`config.mk`:
```
export PLATFORM = sky130hd
export DESIGN_NAME = sync_length_frame_receiver
export DESIGN_NICKNAME = d
export VERILOG_FILES = /design/src/hw/rtl/slfr_pkg.sv /design/src/hw/rtl/sync_length_frame_receiver.sv /design/src/hw/rtl/slfr_front.sv /design/src/hw/rtl/slfr_rsp_fifo.sv /design/src/hw/rtl/slfr_back.sv
export SDC_FILE = /design/constraint.sdc
export NUM_CORES = 1
export LEC_CHECK = 0
export ABC_AREA = 1
export BUFFER_PORTS_ARGS = -buffer_cell sky130_fd_sc_hd__buf_4
export CAP_MARGIN = 20
export CORE_ASPECT_RATIO = 1.4
export CORE_MARGIN = 10
export CORE_UTILIZATION = 60
export CTS_CLUSTER_DIAMETER = 80
export DETAILED_ROUTE_END_ITERATION = 12
export HOLD_SLACK_MARGIN = 0.02
export PLACE_DENSITY = 0.77
export SLEW_MARGIN = 20
export SYNTH_ARGS = -nofsm -noshare
export SYNTH_HDL_FRONTEND = slang
export SYNTH_SLANG_ARGS = --single-unit
```
`constraint.sdc`:
```
create_clock -name clock -period 5.6 [get_ports clock]
set_input_delay 0.28 -clock clock [delete_from_list [all_inputs] [get_ports clock]]
set_output_delay 0.28 -clock clock [all_outputs]
set_load 0.005 [all_outputs]
```
`src/hw/rtl/slfr_pkg.sv`:
```
// Package for the sync/length frame receiver.
// Holds the command and register codes, the parser phase type and the structs
// passed between the front parser, the drain unit and the result queue.
package slfr_pkg;

   localparam int FILL_W    = 7;
   localparam int RSP_DEPTH = 4;
   localparam int RSP_PW    = 2;
   localparam int RSP_CW    = 3;

   localparam logic [1:0] CMD_BYTE    = 2'd0;
   localparam logic [1:0] CMD_TICK    = 2'd1;
   localparam logic [1:0] CMD_RELEASE = 2'd2;
   localparam logic [1:0] CMD_NONE    = 2'd3;

   localparam logic [2:0] CSR_SYNC_FIRST   = 3'd0;
   localparam logic [2:0] CSR_SYNC_SECOND  = 3'd1;
   localparam logic [2:0] CSR_TAIL_VALUE   = 3'd2;
   localparam logic [2:0] CSR_LENGTH_LIMIT = 3'd3;
   localparam logic [2:0] CSR_GAP_TICKS    = 3'd4;

   localparam logic [7:0]  SYNC_FIRST_RST   = 8'hAA;
   localparam logic [7:0]  SYNC_SECOND_RST  = 8'h55;
   localparam logic [7:0]  TAIL_VALUE_RST   = 8'hFF;
   localparam logic [6:0]  LENGTH_LIMIT_RST = 7'd64;
   localparam logic [15:0] GAP_TICKS_RST    = 16'd10;

   typedef enum logic [9:0] {
      PH_SYNC1 = 10'b00_0000_0001,
      PH_SYNC2 = 10'b00_0000_0010,
      PH_SEQL  = 10'b00_0000_0100,
      PH_SEQH  = 10'b00_0000_1000,
      PH_TYPE  = 10'b00_0001_0000,
      PH_LENL  = 10'b00_0010_0000,
      PH_LENH  = 10'b00_0100_0000,
      PH_BODY  = 10'b00_1000_0000,
      PH_TAIL  = 10'b01_0000_0000,
      PH_DONE  = 10'b10_0000_0000
   } phase_type;

   typedef struct packed {
      logic [7:0]  sync_first;
      logic [7:0]  sync_second;
      logic [7:0]  tail_value;
      logic [6:0]  length_limit;
      logic [15:0] gap_ticks;
   } cfg_type;

   typedef struct packed {
      logic              en;
      logic [FILL_W-1:0] addr;
      logic [7:0]        data;
   } wr_type;

   typedef struct packed {
      logic              valid;
      logic [15:0]       seq;
      logic [7:0]        ftype;
      logic [FILL_W-1:0] len;
   } desc_type;

   typedef struct packed {
      logic [15:0] frame_seq;
      logic [7:0]  frame_type;
      logic [6:0]  frame_len;
      logic        payload_valid;
      logic [5:0]  payload_index;
      logic [7:0]  payload_byte;
      logic        run_last;
   } rsp_item_type;

endpackage

```
`src/hw/rtl/sync_length_frame_receiver.sv`:
```
// Sync/length frame receiver top level: CSRs, front parser, drain unit and
// result queue. Depends on slfr_pkg, slfr_front, slfr_back, slfr_rsp_fifo.
// Input: one command per cycle while full is low; full rises the cycle after a good
// tail byte and stays high while the finished frame drains, which a slow pop stalls
// by leaving the four-word result queue full. Result words pass the descriptor flag,
// the busy flag and beat register, one per cycle while the queue has room.
// Reset: synchronous; registers to defaults, parser to sync hunt, queues empty;
// the payload memory is not cleared.
module sync_length_frame_receiver #(
   parameter int MAX_PAYLOAD = 64
) (
   input  logic        clock,
   input  logic        reset,
   input  logic        push,
   output logic        full,
   input  logic [1:0]  req_cmd,
   input  logic [7:0]  req_data_byte,
   output logic        empty,
   input  logic        pop,
   output logic [15:0] rsp_frame_seq,
   output logic [7:0]  rsp_frame_type,
   output logic [6:0]  rsp_frame_len,
   output logic        rsp_payload_valid,
   output logic [5:0]  rsp_payload_index,
   output logic [7:0]  rsp_payload_byte,
   output logic        rsp_run_last,
   input  logic        csr_valid,
   output logic        csr_ready,
   input  logic [2:0]  csr_index,
   input  logic [15:0] csr_wdata
);
   import slfr_pkg::*;

   cfg_type           cfg_ff, cfg_in;
   wr_type            wr;
   desc_type          desc;
   logic              desc_take;
   logic              back_busy;
   logic              accept;
   logic              q_push;
   rsp_item_type      q_item;
   rsp_item_type      rsp_item;
   logic [RSP_CW-1:0] q_level;

   assign csr_ready = 1'b1;
   assign full      = desc.valid | back_busy;
   assign accept    = push & ~full;

   always_comb begin
      cfg_in = cfg_ff;
      if (csr_valid) begin
         unique case (csr_index)
            CSR_SYNC_FIRST:   cfg_in.sync_first   = csr_wdata[7:0];
            CSR_SYNC_SECOND:  cfg_in.sync_second  = csr_wdata[7:0];
            CSR_TAIL_VALUE:   cfg_in.tail_value   = csr_wdata[7:0];
            CSR_LENGTH_LIMIT: cfg_in.length_limit = csr_wdata[6:0];
            CSR_GAP_TICKS:    cfg_in.gap_ticks    = csr_wdata;
            default: begin
            end
         endcase
      end
   end

   always_ff @(posedge clock) begin
      if (reset) begin
         cfg_ff.sync_first   <= SYNC_FIRST_RST;
         cfg_ff.sync_second  <= SYNC_SECOND_RST;
         cfg_ff.tail_value   <= TAIL_VALUE_RST;
         cfg_ff.length_limit <= LENGTH_LIMIT_RST;
         cfg_ff.gap_ticks    <= GAP_TICKS_RST;
      end else begin
         cfg_ff <= cfg_in;
      end
   end

   slfr_front #(.MAX_PAYLOAD(MAX_PAYLOAD)) u_front (
      .clock     (clock),
      .reset     (reset),
      .cfg       (cfg_ff),
      .accept    (accept),
      .cmd       (req_cmd),
      .data_byte (req_data_byte),
      .desc_take (desc_take),
      .wr        (wr),
      .desc      (desc)
   );

   slfr_back #(.MAX_PAYLOAD(MAX_PAYLOAD)) u_back (
      .clock     (clock),
      .reset     (reset),
      .wr        (wr),
      .desc      (desc),
      .q_level   (q_level),
      .desc_take (desc_take),
      .busy      (back_busy),
      .q_push    (q_push),
      .q_item    (q_item)
   );

   slfr_rsp_fifo u_rsp_fifo (
      .clock    (clock),
      .reset    (reset),
      .wr_en    (q_push),
      .wr_item  (q_item),
      .rd_en    (pop),
      .rd_item  (rsp_item),
      .level    (q_level),
      .is_empty (empty)
   );

   assign rsp_frame_seq     = rsp_item.frame_seq;
   assign rsp_frame_type    = rsp_item.frame_type;
   assign rsp_frame_len     = rsp_item.frame_len;
   assign rsp_payload_valid = rsp_item.payload_valid;
   assign rsp_payload_index = rsp_item.payload_index;
   assign rsp_payload_byte  = rsp_item.payload_byte;
   assign rsp_run_last      = rsp_item.run_last;

   a_no_q_overflow: assert property (@(posedge clock) disable iff (reset)
      q_push |-> (q_level < RSP_CW'(RSP_DEPTH)))
      else $error("result queue overflow");

   a_no_write_while_drain: assert property (@(posedge clock) disable iff (reset)
      wr.en |-> (!back_busy && !desc.valid))
      else $error("payload written while a frame drains");

   a_empty_frame_word: assert property (@(posedge clock) disable iff (reset)
      (!empty && !rsp_payload_valid) |-> (rsp_run_last && rsp_frame_len == 7'd0))
      else $error("malformed empty-frame word");

   a_reset_empty: assert property (@(posedge clock)
      reset |=> (empty && !full))
      else $error("queues not empty after reset");

endmodule

```
`src/hw/rtl/slfr_front.sv`:
```
// Front parser of the frame receiver: takes commands, walks the frame phases,
// writes payload bytes out and hands a descriptor to the drain unit.
// Depends on slfr_pkg.
module slfr_front #(
   parameter int MAX_PAYLOAD = 64
) (
   input  logic              clock,
   input  logic              reset,
   input  slfr_pkg::cfg_type cfg,
   input  logic              accept,
   input  logic [1:0]        cmd,
   input  logic [7:0]        data_byte,
   input  logic              desc_take,
   output slfr_pkg::wr_type  wr,
   output slfr_pkg::desc_type desc
);
   import slfr_pkg::*;

   localparam logic [15:0] MaxLen = 16'(MAX_PAYLOAD);

   phase_type         phase_ff, phase_in, cur;
   logic [15:0]       seq_ff, seq_in;
   logic [7:0]        type_ff, type_in;
   logic [15:0]       length_ff, length_in;
   logic [FILL_W-1:0] fill_ff, fill_in;
   logic [15:0]       silence_ff, silence_in;
   logic              locked_ff, locked_in;
   logic              dvalid_ff, dvalid_in;
   logic [15:0]       eff_limit;
   logic [15:0]       len_full;

   assign eff_limit = ({9'd0, cfg.length_limit} > MaxLen) ? MaxLen : {9'd0, cfg.length_limit};
   assign len_full  = {data_byte, length_ff[7:0]};
   assign cur       = (silence_ff == 16'd0) ? PH_SYNC1 : phase_ff;

   always_comb begin
      phase_in   = phase_ff;
      seq_in     = seq_ff;
      type_in    = type_ff;
      length_in  = length_ff;
      fill_in    = fill_ff;
      silence_in = silence_ff;
      locked_in  = locked_ff;
      dvalid_in  = dvalid_ff & ~desc_take;
      wr         = '0;
      if (accept) begin
         unique case (cmd)
            CMD_BYTE: begin
               if (!locked_ff) begin
                  silence_in = (cfg.gap_ticks == 16'd0) ? 16'd1 : cfg.gap_ticks;
                  phase_in   = cur;
                  unique case (cur)
                     PH_SYNC1: begin
                        if (data_byte == cfg.sync_first) phase_in = PH_SYNC2;
                     end
                     PH_SYNC2: begin
                        phase_in = (data_byte == cfg.sync_second) ? PH_SEQL : PH_SYNC1;
                     end
                     PH_SEQL: begin
                        seq_in   = {8'd0, data_byte};
                        phase_in = PH_SEQH;
                     end
                     PH_SEQH: begin
                        seq_in   = {data_byte, seq_ff[7:0]};
                        phase_in = PH_TYPE;
                     end
                     PH_TYPE: begin
                        type_in  = data_byte;
                        phase_in = PH_LENL;
                     end
                     PH_LENL: begin
                        length_in = {8'd0, data_byte};
                        phase_in  = PH_LENH;
                     end
                     PH_LENH: begin
                        length_in = len_full;
                        if (len_full > eff_limit) begin
                           phase_in = PH_SYNC1;
                        end else begin
                           fill_in  = '0;
                           phase_in = (len_full != 16'd0) ? PH_BODY : PH_TAIL;
                        end
                     end
                     PH_BODY: begin
                        wr.en   = 1'b1;
                        wr.addr = fill_ff;
                        wr.data = data_byte;
                        fill_in = fill_ff + 7'd1;
                        if (({9'd0, fill_ff} + 16'd1) >= length_ff) phase_in = PH_TAIL;
                     end
                     PH_TAIL: begin
                        if (data_byte == cfg.tail_value) begin
                           phase_in  = PH_DONE;
                           locked_in = 1'b1;
                           dvalid_in = 1'b1;
                        end else begin
                           phase_in = PH_SYNC1;
                        end
                     end
                     PH_DONE: begin
                     end
                     default: phase_in = PH_SYNC1;
                  endcase
               end
            end
            CMD_TICK: begin
               if (!locked_ff && silence_ff != 16'd0) silence_in = silence_ff - 16'd1;
            end
            CMD_RELEASE: begin
               phase_in   = PH_SYNC1;
               seq_in     = '0;
               type_in    = '0;
               length_in  = '0;
               fill_in    = '0;
               silence_in = '0;
               locked_in  = 1'b0;
            end
            CMD_NONE: begin
            end
            default: begin
            end
         endcase
      end
   end

   always_ff @(posedge clock) begin
      if (reset) begin
         phase_ff   <= PH_SYNC1;
         fill_ff    <= '0;
         silence_ff <= '0;
         locked_ff  <= 1'b0;
         dvalid_ff  <= 1'b0;
      end else begin
         phase_ff   <= phase_in;
         fill_ff    <= fill_in;
         silence_ff <= silence_in;
         locked_ff  <= locked_in;
         dvalid_ff  <= dvalid_in;
      end
   end

   always_ff @(posedge clock) begin
      seq_ff    <= seq_in;
      type_ff   <= type_in;
      length_ff <= length_in;
   end

   assign desc.valid = dvalid_ff;
   assign desc.seq   = seq_ff;
   assign desc.ftype = type_ff;
   assign desc.len   = length_ff[FILL_W-1:0];

endmodule

```
`src/hw/rtl/slfr_rsp_fifo.sv`:
```
// Result queue of the frame receiver: a four-word queue in front of the
// result ports. Depends on slfr_pkg.
module slfr_rsp_fifo (
   input  logic                       clock,
   input  logic                       reset,
   input  logic                       wr_en,
   input  slfr_pkg::rsp_item_type     wr_item,
   input  logic                       rd_en,
   output slfr_pkg::rsp_item_type     rd_item,
   output logic [slfr_pkg::RSP_CW-1:0] level,
   output logic                       is_empty
);
   import slfr_pkg::*;

   rsp_item_type      slot_ff [RSP_DEPTH];
   logic [RSP_PW-1:0] wp_ff, wp_in;
   logic [RSP_PW-1:0] rp_ff, rp_in;
   logic [RSP_CW-1:0] cnt_ff, cnt_in;
   logic              do_rd;

   assign do_rd = rd_en & (cnt_ff != '0);

   always_comb begin
      wp_in  = wr_en ? wp_ff + 1'b1 : wp_ff;
      rp_in  = do_rd ? rp_ff + 1'b1 : rp_ff;
      cnt_in = cnt_ff + RSP_CW'(wr_en) - RSP_CW'(do_rd);
   end

   always_ff @(posedge clock) begin
      if (reset) begin
         wp_ff  <= '0;
         rp_ff  <= '0;
         cnt_ff <= '0;
      end else begin
         wp_ff  <= wp_in;
         rp_ff  <= rp_in;
         cnt_ff <= cnt_in;
      end
   end

   always_ff @(posedge clock) begin
      if (wr_en) slot_ff[wp_ff] <= wr_item;
   end

   assign rd_item  = slot_ff[rp_ff];
   assign level    = cnt_ff;
   assign is_empty = (cnt_ff == '0);

endmodule

```
`src/hw/rtl/slfr_back.sv`:
```
// Drain unit of the frame receiver: holds the payload memory, takes a frame
// descriptor and plays the frame out as result words. Depends on slfr_pkg.
module slfr_back #(
   parameter int MAX_PAYLOAD = 64
) (
   input  logic                        clock,
   input  logic                        reset,
   input  slfr_pkg::wr_type            wr,
   input  slfr_pkg::desc_type          desc,
   input  logic [slfr_pkg::RSP_CW-1:0] q_level,
   output logic                        desc_take,
   output logic                        busy,
   output logic                        q_push,
   output slfr_pkg::rsp_item_type      q_item
);
   import slfr_pkg::*;

   localparam int Depth = (MAX_PAYLOAD < 128) ? MAX_PAYLOAD : 128;
   localparam int AW    = (Depth > 1) ? $clog2(Depth) : 1;

   logic [7:0]        mem [Depth];
   logic [7:0]        mem_q_ff;

   logic              busy_ff, busy_in;
   logic [FILL_W-1:0] k_ff, k_in;
   logic [FILL_W-1:0] n_ff;
   logic [15:0]       seq_ff;
   logic [7:0]        type_ff;
   logic              beat_ff, beat_in;
   logic              bpv_ff;
   logic [5:0]        bidx_ff;
   logic              blast_ff;
   logic              issue;
   logic              last_k;
   logic [RSP_CW:0]   fill_lvl;

   assign fill_lvl  = {1'b0, q_level} + {{RSP_CW{1'b0}}, beat_ff};
   assign issue     = busy_ff && (fill_lvl < (RSP_CW + 1)'(RSP_DEPTH));
   assign last_k    = (n_ff == '0) || ((k_ff + 7'd1) == n_ff);
   assign desc_take = desc.valid & ~busy_ff;

   always_comb begin
      busy_in = busy_ff;
      k_in    = k_ff;
      beat_in = issue;
      if (desc_take) begin
         busy_in = 1'b1;
         k_in    = '0;
      end else if (issue) begin
         if (last_k) busy_in = 1'b0;
         else k_in = k_ff + 7'd1;
      end
   end

   always_ff @(posedge clock) begin
      if (reset) begin
         busy_ff <= 1'b0;
         k_ff    <= '0;
         beat_ff <= 1'b0;
      end else begin
         busy_ff <= busy_in;
         k_ff    <= k_in;
         beat_ff <= beat_in;
      end
   end

   always_ff @(posedge clock) begin
      if (desc_take) begin
         n_ff    <= desc.len;
         seq_ff  <= desc.seq;
         type_ff <= desc.ftype;
      end
      if (issue) begin
         bpv_ff   <= (n_ff != '0);
         bidx_ff  <= k_ff[5:0];
         blast_ff <= last_k;
      end
   end

   always_ff @(posedge clock) begin
      if (wr.en) mem[wr.addr[AW-1:0]] <= wr.data;
      if (issue) mem_q_ff <= mem[k_ff[AW-1:0]];
   end

   assign busy                 = busy_ff;
   assign q_push               = beat_ff;
   assign q_item.frame_seq     = seq_ff;
   assign q_item.frame_type    = type_ff;
   assign q_item.frame_len     = n_ff;
   assign q_item.payload_valid = bpv_ff;
   assign q_item.payload_index = bpv_ff ? bidx_ff : 6'd0;
   assign q_item.payload_byte  = bpv_ff ? mem_q_ff : 8'd0;
   assign q_item.run_last      = blast_ff;

endmodule

```
* After elaboration in Yosys (flattened, before gate mapping)
Memories as Yosys holds them, arrays and structs flattened. A register that Yosys moved wholly into a read port is not among the register bits.
Index checks and enable logic that the tools add are counted.
** Word-level totals
- Memory bits (writable) :: 700
- Memories kept :: 2
- Logic and storage cells :: 169
- Register bits after elaboration :: 177
- Output and inout bits :: 50
** Memory list
- u_back.mem :: words 64, bits a word 8, read ports 1, clocked after memory_dff 1, write ports 1, RTL line slfr_back.sv:21 : logic [7:0] mem [Depth];
- u_rsp_fifo.slot_ff :: words 4, bits a word 47, read ports 1, clocked after memory_dff 1, write ports 1, RTL line slfr_rsp_fifo.sv:15 : rsp_item_type slot_ff [RSP_DEPTH];
** Operators by class
- Equality and inequality tests :: 31
- $lt $le $gt $ge :: 4
- Bitwise operators :: 9
- Multiplexer cells :: 52
- Add/subtract/negate cells :: 9
- Reductions and logical operators :: 35
** Operator list (count)
- $mux W16 :: 9
- $pmux W16 S2 :: 4
- $pmux W10 S10 :: 1
- $mux W10 :: 6
- $pmux W16 S3 :: 1
- $logic_not A16 Y1 :: 2
- $reduce_bool A16 Y1 :: 2
- $pmux W7 S2 :: 2
- $eq A8 B8 Y1 :: 3
- $mux W8 :: 3
- $mux W7 :: 3
- $pmux W10 S2 :: 1
- $ge A16 B16 Y1 :: 1
- $gt A16 B16 Y1 :: 1
- $pmux W8 S2 :: 1
- $reduce_and A2 Y1 :: 8
- $reduce_and A4 Y1 :: 4
- $sub A16 B1 Y16 const B :: 1
- $mux W1 :: 15
- $reduce_and A5 Y1 :: 3
- $add A7 B1 Y7 const B :: 2
- $ne A2 B2 Y1 const B :: 6
- $ne A3 B3 Y1 const B :: 4
- $eq A10 B1 Y1 const B :: 1
- other kinds (42) :: 56

* Logic depth before layout (Yosys ltp)
Gate-level depths: netlist of the first run.
- Depth in word-level cells :: 9
- Mapped depth :: 17
- Depth with buffers taken out :: 17

* Modules after synthesis
From an unflattened synthesis of the first run, not the netlist that was laid out.
** Unflattened totals
- Cell total of the unflattened synthesis :: 3296
- Area, all modules :: 37420.9 sq um
** Modules (own cells, without submodules)
- slfr_back :: sequential area each 16966.3 sq um, cells an instance 1839, times used 1, area an instance 22709.3 sq um
- slfr_rsp_fifo :: sequential area each 5825.6 sq um, cells an instance 518, times used 1, area an instance 7841.3 sq um
- slfr_front :: sequential area each 1901.8 sq um, cells an instance 675, times used 1, area an instance 4971.0 sq um
- sync_length_frame_receiver :: sequential area each 940.9 sq um, cells an instance 264, times used 1, area an instance 1899.3 sq um

* Worst setup path after synthesis of the first run
OpenSTA, ideal clock, no wires.
- Path kind :: register -> register
- From :: reg u_front.silence_ff[0]
- To :: mem u_back.mem[0][0], data pin
- Cell stages (with the launch flop) :: 13
- Period minus slack after synthesis :: 3.487 ns
- Path slack :: 2.113 ns
- Data arrival time :: 2.988 ns
- Path through :: dfxtp_1 inv_1 ha_1 nand2_2 nor2_4 nand2_4 nand3_2 inv_1 nand2_1 nor2_2 nand3_2 buf_2 nor2_1
** RTL lines
- start, declared :: RTL line slfr_front.sv:26 : logic [15:0] silence_ff, silence_in;
- start signal, assigned :: RTL line slfr_front.sv:136 : silence_ff <= silence_in;
- end, declared :: RTL line slfr_back.sv:21

* Final worst setup path of the first run
- From :: reg u_front.silence_ff[0]
- To :: mem u_back.mem[57][3], enable pin
** Between the ends
- Word-level cells in the longest chain between the ends :: 9
** Ends and longest elaborated chain
- $logic_not A16 Y1 (*) :: RTL line slfr_front.sv:34 : assign cur = (silence_ff == 16'd0) ? PH_SYNC1 : phase_ff;
- $mux W10 (*) :: RTL line slfr_front.sv:34
- $eq A10 B8 Y1 (*) :: RTL line slfr_front.sv:52 : unique case (cur)
- $mux W16 (*) :: RTL line slfr_front.sv:52
- $mux W16 (*) :: RTL line slfr_front.sv:49 : if (!locked_ff) begin
- $mux W16 (*) :: RTL line slfr_front.sv:47 : unique case (cmd)
- $mux W16 (*) :: RTL line slfr_front.sv:46 : if (accept) begin
- $mux W1 :: RTL line slfr_back.sv:81 : if (wr.en) mem[wr.addr[AW-1:0]] <= wr.data;
- $mux W1 (implied by the code) :: RTL line slfr_back.sv:81
Every way passes the cells marked *; elsewhere a longest branch is shown, timed or not.

==> results of run 1 <==
## stage by stage
step                instance area [µm²]  util, %
floorplan                         36100        -
global route                      40100     67.1
global placement                  37300     62.5
finish                            40100     67.1
CTS                               40100     67.1
detailed placement                37300     62.5
## state kept, by name, indices dropped and copies added (netlist names), 2 cells and up, named ones only
register / flops
u_back.mem: 512
u_front.length_ff: 16
u_front.phase_ff: 10
u_front.fill_ff: 7
u_back.n_ff: 7
u_back.seq_ff: 16
u_front.seq_ff: 16
u_rsp_fifo.level: 3
u_back.mem_q_ff: 8
u_rsp_fifo.rp_ff: 2
u_rsp_fifo.wp_ff: 2
u_rsp_fifo.slot_ff: 188
u_back.bidx_ff: 6
u_front.type_ff: 8
u_back.type_ff: 8
u_back.k_ff: 7
cfg_ff: 47
u_front.silence_ff: 16
## power by group
| group | switching, µW | internal [µW] | leakage (µW) | total (µW) |
|---|---|---|---|---|
| Combinational | 578 | 385 | 0.00468 | 963 |
| Sequential | 66.9 | 7150 | 0.00683 | 7220 |
| Clock | 2330 | 3000 | 0.00125 | 5330 |
## cell families after synthesis
family / share of synthesized area, %
xor gates and xnor gates: 0.897
adders and majority gates: 1.03
AOI/OAI and AO/OA: 12.1
other: 0.0104
buffers and inverters: 3.62
and+or+nand+nor: 11.4
DFF: 71.0
## final cells by class
type                    count  share of cell area [%]
flip-flops and latches    887                    64.0
clock buffers              98                    5.43
multi-input cells        1837                    23.1
well taps                 756                    2.36
clock inverters            45                   0.962
repair buffers            135                    2.65
inverters                 159                    1.50
## worst register-to-register path, cell delays in order, from the launching register on
cell	delay, ns
sky130_fd_sc_hd__dfxtp_1	0.31
sky130_fd_sc_hd__inv_1	0.10
sky130_fd_sc_hd__ha_1	0.21
sky130_fd_sc_hd__nand2_2	0.09
sky130_fd_sc_hd__nor2_4	0.16
sky130_fd_sc_hd__nand2_4	0.17
sky130_fd_sc_hd__o21ai_2	0.25
sky130_fd_sc_hd__nand2_2	0.11
sky130_fd_sc_hd__nor2_2	0.18
sky130_fd_sc_hd__nand3_2	0.08
sky130_fd_sc_hd__buf_4	0.25
sky130_fd_sc_hd__inv_2	0.39
sky130_fd_sc_hd__nand4_1	0.78
sky130_fd_sc_hd__nor2_1	0.81
## Yosys cell counts, drive strengths merged, types with 8 or more instances
cell type | instances | share of area (%)
inv | 158 | 1.6
a21oi | 64 | 0.89
nor4 | 8 | 0.14
o21ai | 480 | 6.7
buf | 41 | 0.61
nand3 | 63 | 0.91
nor3 | 17 | 0.26
edfxtp | 787 | 65
nand2 | 210 | 2.3
clkbuf | 130 | 1.4
o22ai | 189 | 3.3
or2 | 9 | 0.16
ha | 28 | 0.97
dfxtp | 100 | 5.5
nor2 | 649 | 6.8
nand4 | 26 | 0.80
xor2 | 30 | 0.73
o211ai | 16 | 0.33
o221ai | 20 | 0.48
## final timing paths
path | from | end | slack (ns) | cells after the start
max | u_front.silence_ff[0] | u_back.mem[57][3] | 1.35 | 13
min | pop | flop | 0.05 | 4
max reg2reg | u_front.silence_ff[0] | u_back.mem[57][3] | 1.35 | 13
min reg2reg | u_front.seq_ff[12] | u_back.seq_ff[12] | 0.42 | 0
## metal layers
metal	up-vias	share of wire (%)	track usage (%)
li1	11054	-	-
met3	242	7.3	3.66
met4	0	3.7	10.9
met5	-	0	0
met2	1158	52	44.4
met1	11721	37	29.8
==> results.txt, run 1 <==
----------------------------------------------------
[Clocking]
  Post-cts repair resize count ... 0
  Clock Latency Late Sink ... 0.64 ns
  Number of buffers on the longest clock path ... 3
  Post-CTS Repair Setup Buffers ... 0
  Num CTS Buffers ... 79
  Register clock-pin slew on the reported worst setup and hold paths ... 0.06 ns
  Cell at the root of the clock tree ... sky130_fd_sc_hd__clkbuf_16
  CTS tree ... done
  Total of hold buffers inserted after clock tree synthesis ... 18
  Clock sinks ... 887
  H-tree depth ... 3

[STA]
  Final Skew ... 0.0257 ns
  Worst relative slew slack ... 30.7%
  Clock period minus worst slack ... 4.25 ns
  Pins over their slew limit ... 0
  Final period utilization ... 75.8%
  Final setup fails ... 0
  Count of endpoints failing hold in the final timing report ... 0
  Aggregate negative setup slack ... 0 ns
  Setup repair after global routing missed its margin ... false
  Final setup slack of the worst path ... 1.35 ns
  Maximum achievable frequency ... 236 MHz
  Hold slack final ... 0.0500 ns
  Slew at the pin closest to its max-slew limit ... 1.04 ns

[Detailed routing]
  Wirelength, routed ... 88.6 mm
  DRC violation count after routing ... 0
  Ratio of routed vias to standard cells ... 6.17
  Vias ... 24175
  ANT nets after route ... 0
  Routed length per placed instance ... 22.6 µm
  1st-pass router iterations ... 6
  Iter 0 DRT Violations ... 2746

[Placement]
  Worst setup slack after placement ... 1.44 ns
  Routability Congestion ... 0.914
  Detailed-placement wirelength estimate ... 54.8 mm
  Cell count after placement ... 3756
  Port buffer count ... 82

[Floorplanning]
  Top-level port count ... 84
  Initial Util ... 60.5%
  Chip Width ... 227 µm
  Num rows ... 106
  Core area ... 0.0597 mm²
  Area of the die ... 0.0706 mm²
  Die height ... 310 µm

[Worst setup path]
  Nature of the critical path endpoint ... flop
  Cell-by-cell listing of the critical path ... inv_1 -> ha_1 -> nand2_2 -> nor2_4 -> nand2_4 -> o21ai_2 -> nand2_2 -> nor2_2 -> nand3_2 -> buf_4 -> inv_2 -> nand4_1 -> nor2_1
  Required arrival time at the worst endpoint ... 5.87 ns
  Top cell by count, worst path ... sky130_fd_sc_hd__nand2_2
  Cell at the slowest stage of the critical path ... sky130_fd_sc_hd__nor2_1
  Worst Path Buf+Inv ... 3
  CP arrival ... 4.52 ns
  Critical path peak fanout ... 16
  Delay of the slowest cell on the worst path ... 0.81 ns
  Type of the worst setup path ... reg2reg
  Type of origin of the critical path ... flop
  Cell class contributing the biggest share of worst-path delay ... simple AND/OR/NAND/NOR gates

[Final layout]
  Layout Cells excl Fill ... 3917
  Leading cell type in the layout, fill and taps excluded ... sky130_fd_sc_hd__edfxtp_1
  Fill count ... 4208
  Register area ... 0.0256 mm²
  Antenna Diode Count ... 0
  Most used cells in the layout excluding fill and tap cells ... sky130_fd_sc_hd__edfxtp_1, sky130_fd_sc_hd__nor2_1, sky130_fd_sc_hd__o21ai_0
  Number of nets in the layout ... 3162
  Synthesis-to-finish area growth ... 10.9%
  Layout cells sized above 1 ... 9.65%
  Multi-input logic area ... 0.00924 mm²

[GRT]
  Wire length of the first global-routing pass ... 135 mm
  Overall overflow remaining after global route ... 0
  Initial antenna violation count ... 0
  Largest net degree at the start of global routing ... 153
  Vias in the first global route ... 23726
  Total routing usage reported by global routing ... 25.0%

[Yosys]
  Count of flip-flops with a built-in enable after synthesis ... 787
  Most used DFF post-synth ... sky130_fd_sc_hd__edfxtp_1
  Number of flip-flops and latches in the synthesized netlist ... 887
  Sequential area share after synthesis ... 71.0%
  Mapped cell area ... 0.0361 mm²
  Syn Nets ... 3117
  Count of distinct cell types in the synthesized netlist ... 48
  Post-Syn Area per Cell ... 11.8 µm²
  Async SR Flop Fraction ... 0%
  Total number of yosys warnings ... 0
  Cell count after synthesis ... 3054

[Power and ir drop]
  Power Dens Cells ... 337 mW/mm²
  Total design power ... 13500 µW
  Leakage power summed over all cells ... 0.0128 µW
  Peak supply drop ... 0.234 mV

[Run status]
  Outcome ... completed

[Flow run]
  Count of max-cap constraint violations ... 0

[Min path]
  Tightest Hold Check Type ... in2reg

----------------------------------------------------
No activity file was read; power rests on OpenSTA's default activity.
==> run 2: changes to the inputs <==
--- a/config.mk
+++ b/config.mk
@@ -10,11 +10,11 @@
 export CAP_MARGIN = 20
 export CORE_ASPECT_RATIO = 1.4
 export CORE_MARGIN = 10
-export CORE_UTILIZATION = 60
+export CORE_UTILIZATION = 56
 export CTS_CLUSTER_DIAMETER = 80
 export DETAILED_ROUTE_END_ITERATION = 12
 export HOLD_SLACK_MARGIN = 0.02
-export PLACE_DENSITY = 0.77
+export PLACE_DENSITY = 0.75
 export SLEW_MARGIN = 20
 export SYNTH_ARGS = -nofsm -noshare
 export SYNTH_HDL_FRONTEND = slang
==> constraint.sdc (replaced) <==
create_clock -name clock -period 3.8 [get_ports clock]
set_input_delay 0.19 -clock clock [delete_from_list [all_inputs] [get_ports clock]]
set_output_delay 0.19 -clock clock [all_outputs]
set_load 0.005 [all_outputs]
==> run 2 against run 1 <==
Compared with the run above: first-iteration DRC count rose by 4.9%; clock-buffer cell count did not move; cell count rose by 3.1%; critical path type unchanged; global-route usage fell by 1.7 points; via count rose by 0.81%; critical path depth did not move; flip-flop and latch count did not move; worst hold slack improved by 0.067 ns; worst setup slack got worse by 1.1 ns; non-clock buffer count rose by 44; largest power group unchanged; sequential power rose by 47%; highest routed layer is now met5; routed wire length rose by 1.7%.
==> results.txt, run 2 (synthesis gave the netlist of run 1 again) <==
----------------------------------------------------
[Flow run]
  Count of max-cap constraint violations ... 0 (unchanged)

[Clocking]
  Register clock-pin slew on the reported worst setup and hold paths ... 0.06 ns (about the same)
  Clock Latency Late Sink ... 0.65 ns (was 0.64 ns)
  Clock sinks ... 887 (unchanged)
  Number of buffers on the longest clock path ... 3 (unchanged)
  Num CTS Buffers ... 78 (was 79)
  H-tree depth ... 3 (unchanged)
  Cell at the root of the clock tree ... sky130_fd_sc_hd__clkbuf_16 (unchanged)
  CTS tree ... done (unchanged)
  Post-CTS Repair Setup Buffers ... 0 (unchanged)

[Detailed routing]
  Wirelength, routed ... 90.1 mm (was 88.6 mm)
  Vias ... 24370 (was 24175)
  Iter 0 DRT Violations ... 2880 (was 2746)
  DRC violation count after routing ... 0 (unchanged)
  Ratio of routed vias to standard cells ... 6.04 (was 6.17)
  Routed length per placed instance ... 22.3 µm (was 22.6 µm)
  ANT nets after route ... 0 (unchanged)
  1st-pass router iterations ... 6 (unchanged)

[STA]
  Slew at the pin closest to its max-slew limit ... 1.04 ns (about the same)
  Maximum achievable frequency ... 285 MHz (was 236 MHz)
  Clock period minus worst slack ... 3.51 ns (was 4.25 ns)
  Setup repair after global routing missed its margin ... false (unchanged)
  Final period utilization ... 92.4% (was 75.8%)
  Worst relative slew slack ... 30.9% (was 30.7%)
  Count of endpoints failing hold in the final timing report ... 0 (unchanged)
  Final Skew ... 0.0169 ns (was 0.0257 ns)
  Hold slack final ... 0.117 ns (was 0.0500 ns)
  Final setup fails ... 0 (unchanged)
  Aggregate negative setup slack ... 0 ns (unchanged)
  Pins over their slew limit ... 0 (unchanged)

[Worst setup path]
  Endpoint of the most critical register-to-register path ... u_back.mem[50][3] (was u_back.mem[57][3])
  Capturing instance or port of the critical path ... u_back.mem[50][3] (was u_back.mem[57][3])
  Cell-by-cell listing of the critical path ... inv_1 -> ha_1 -> nand2_2 -> nor2_4 -> nand2_4 -> o21ai_2 -> nand2_2 -> nor2_2 -> nand3_2 -> inv_2 -> nand4_1 -> buf_4 -> nor2_1 (was inv_1 -> ha_1 -> nand2_2 -> nor2_4 -> nand2_4 -> o21ai_2 -> nand2_2 -> nor2_2 -> nand3_2 -> buf_4 -> inv_2 -> nand4_1 -> nor2_1)
  Startpoint of the worst-slack reg-to-reg timing path ... u_front.silence_ff[0] (unchanged)
  Worst Path Buf+Inv ... 3 (unchanged)
  Cell at the slowest stage of the critical path ... sky130_fd_sc_hd__nor2_1 (unchanged)
  Nature of the critical path endpoint ... flop (unchanged)
  Critical path peak fanout ... 16 (unchanged)
  Cell class contributing the biggest share of worst-path delay ... simple AND/OR/NAND/NOR gates (unchanged)
  Number of logic stages on the critical path including buffering ... 13 (unchanged)
  CP arrival ... 3.78 ns (was 4.52 ns)
  Flop-to-flop setup slack ... 0.29 ns (was 1.35 ns)
  Reg2Reg Depth ... 13 (unchanged)
  Required arrival time at the worst endpoint ... 4.07 ns (was 5.87 ns)
  Delay of the slowest cell on the worst path ... 0.56 ns (was 0.81 ns)
  Critical Path Start ... u_front.silence_ff[0] (unchanged)
  Type of the worst setup path ... reg2reg (unchanged)
  Type of origin of the critical path ... flop (unchanged)
  Top cell by count, worst path ... sky130_fd_sc_hd__nand2_2 (unchanged)

[Power and ir drop]
  Peak supply drop ... 0.417 mV (was 0.234 mV)
  Power Dens Cells ... 486 mW/mm² (was 337 mW/mm²)
  Leakage power summed over all cells ... 0.0129 µW (was 0.0128 µW)

[Floorplanning]
  Top-level port count ... 84 (unchanged)
  Num rows ... 110 (was 106)
  Chip Width ... 235 µm (was 227 µm)
  Initial Util ... 56.3% (was 60.5%)
  Die height ... 320 µm (was 310 µm)
  Area of the die ... 0.0752 mm² (was 0.0706 mm²)
  Core area ... 0.0641 mm² (was 0.0597 mm²)

[GRT]
  Largest net degree at the start of global routing ... 154 (was 153)
  Overall overflow remaining after global route ... 0 (unchanged)
  Total routing usage reported by global routing ... 23.3% (was 25.0%)
  Vias in the first global route ... 23865 (was 23726)
  Wire length of the first global-routing pass ... 138 mm (was 135 mm)
  Initial antenna violation count ... 2 (was 0)

[Final layout]
  Flip-flop count of the largest register, all copies and words added ... 512 (unchanged)
  Fill count ... 4725 (was 4208)
  Layout cells sized above 1 ... 10.3% (was 9.65%)
  Number of nets in the layout ... 3205 (was 3162)
  Most used cells in the layout excluding fill and tap cells ... sky130_fd_sc_hd__edfxtp_1, sky130_fd_sc_hd__nor2_1, sky130_fd_sc_hd__o21ai_0 (unchanged)
  Synthesis-to-finish area growth ... 12.2% (was 10.9%)
  Antenna Diode Count ... 0 (unchanged)
  Leading cell type in the layout, fill and taps excluded ... sky130_fd_sc_hd__edfxtp_1 (unchanged)

[Placement]
  Port buffer count ... 82 (unchanged)
  Detailed-placement wirelength estimate ... 58.0 mm (was 54.8 mm)
  Routability Congestion ... 0.891 (was 0.914)

[Run status]
  Outcome ... completed (unchanged)

[Min path]
  Tightest Hold Check Type ... in2reg (unchanged)

----------------------------------------------------
[run 2: tightest hold or removal path: stages]
cell and delay (ns):
sky130_fd_sc_hd__buf_4 0.15, sky130_fd_sc_hd__inv_1 0.14, sky130_fd_sc_hd__nor2_1 0.10
[run 2: timing repair]
| item | in CTS | in global routing |
|---|---|---|
| resized for setup | 0 | 0 |
| endpoints found under the hold margin | 71 | 0 |
| hold buffers | 25 | 0 |
[run 2: power breakdown]
part,switching (µW),internal (µW)
combinational,886,578
clock,3440,4200
sequential,71.2,10500
total,4400,15300
[run 2: layout make-up]
class / instances / area, µm² / area share (%)
flip-flops and latches: 887 / 25600 / 63.3
multi-input cells: 1837 / 9240 / 22.8
clock buffers: 98 / 2060 / 5.07
repair buffers: 179 / 1570 / 3.87
well taps: 840 / 1050 / 2.59
inverters: 159 / 602 / 1.48
clock inverters: 37 / 377 / 0.929
[run 2: worst min path at each step]
stage                                   from                  to  slack [ns]  cells after the start
after detailed placement  u_front.type_ff[1]   u_back.type_ff[1]        0.41                      0
after global placement     u_front.seq_ff[0]    u_back.seq_ff[0]        0.41                      0
after floorplan                        reset         u_back.busy        0.27                      1
after CTS                   req_data_byte[5]  u_front.type_ff[5]        0.08                      3
after global routing        req_data_byte[5]  u_front.type_ff[5]        0.13                      3
final                       req_data_byte[5]  u_front.type_ff[5]        0.12                      3
[run 2: stage by stage]
stage / total power [µW] / worst slack, ns / cells / util (%) / area (µm²)
3_5_place_dp: 12300 / 0.322 / 3877 / 59.0 / 37900
6_report: 19700 / 0.287 / 4037 / 63.2 / 40500
3_3_place_gp: 12200 / 0.464 / 3877 / 59.0 / 37900
2_1_floorplan: 11600 / 0.313 / 3054 / - / 36100
4_1_cts: 19800 / 0.316 / 4037 / 63.2 / 40500
5_1_grt: 20400 / 0.0962 / 4037 / 63.2 / 40500
[run 2: per-layer routing]
metal	GRT usage (%)	routed length, µm	vias to the layer above
met5	0	25	-
met4	9.87	3250	4
met3	3.11	6380	226
met2	41.7	47000	1164
met1	27.9	33400	11837
li1	-	-	11139
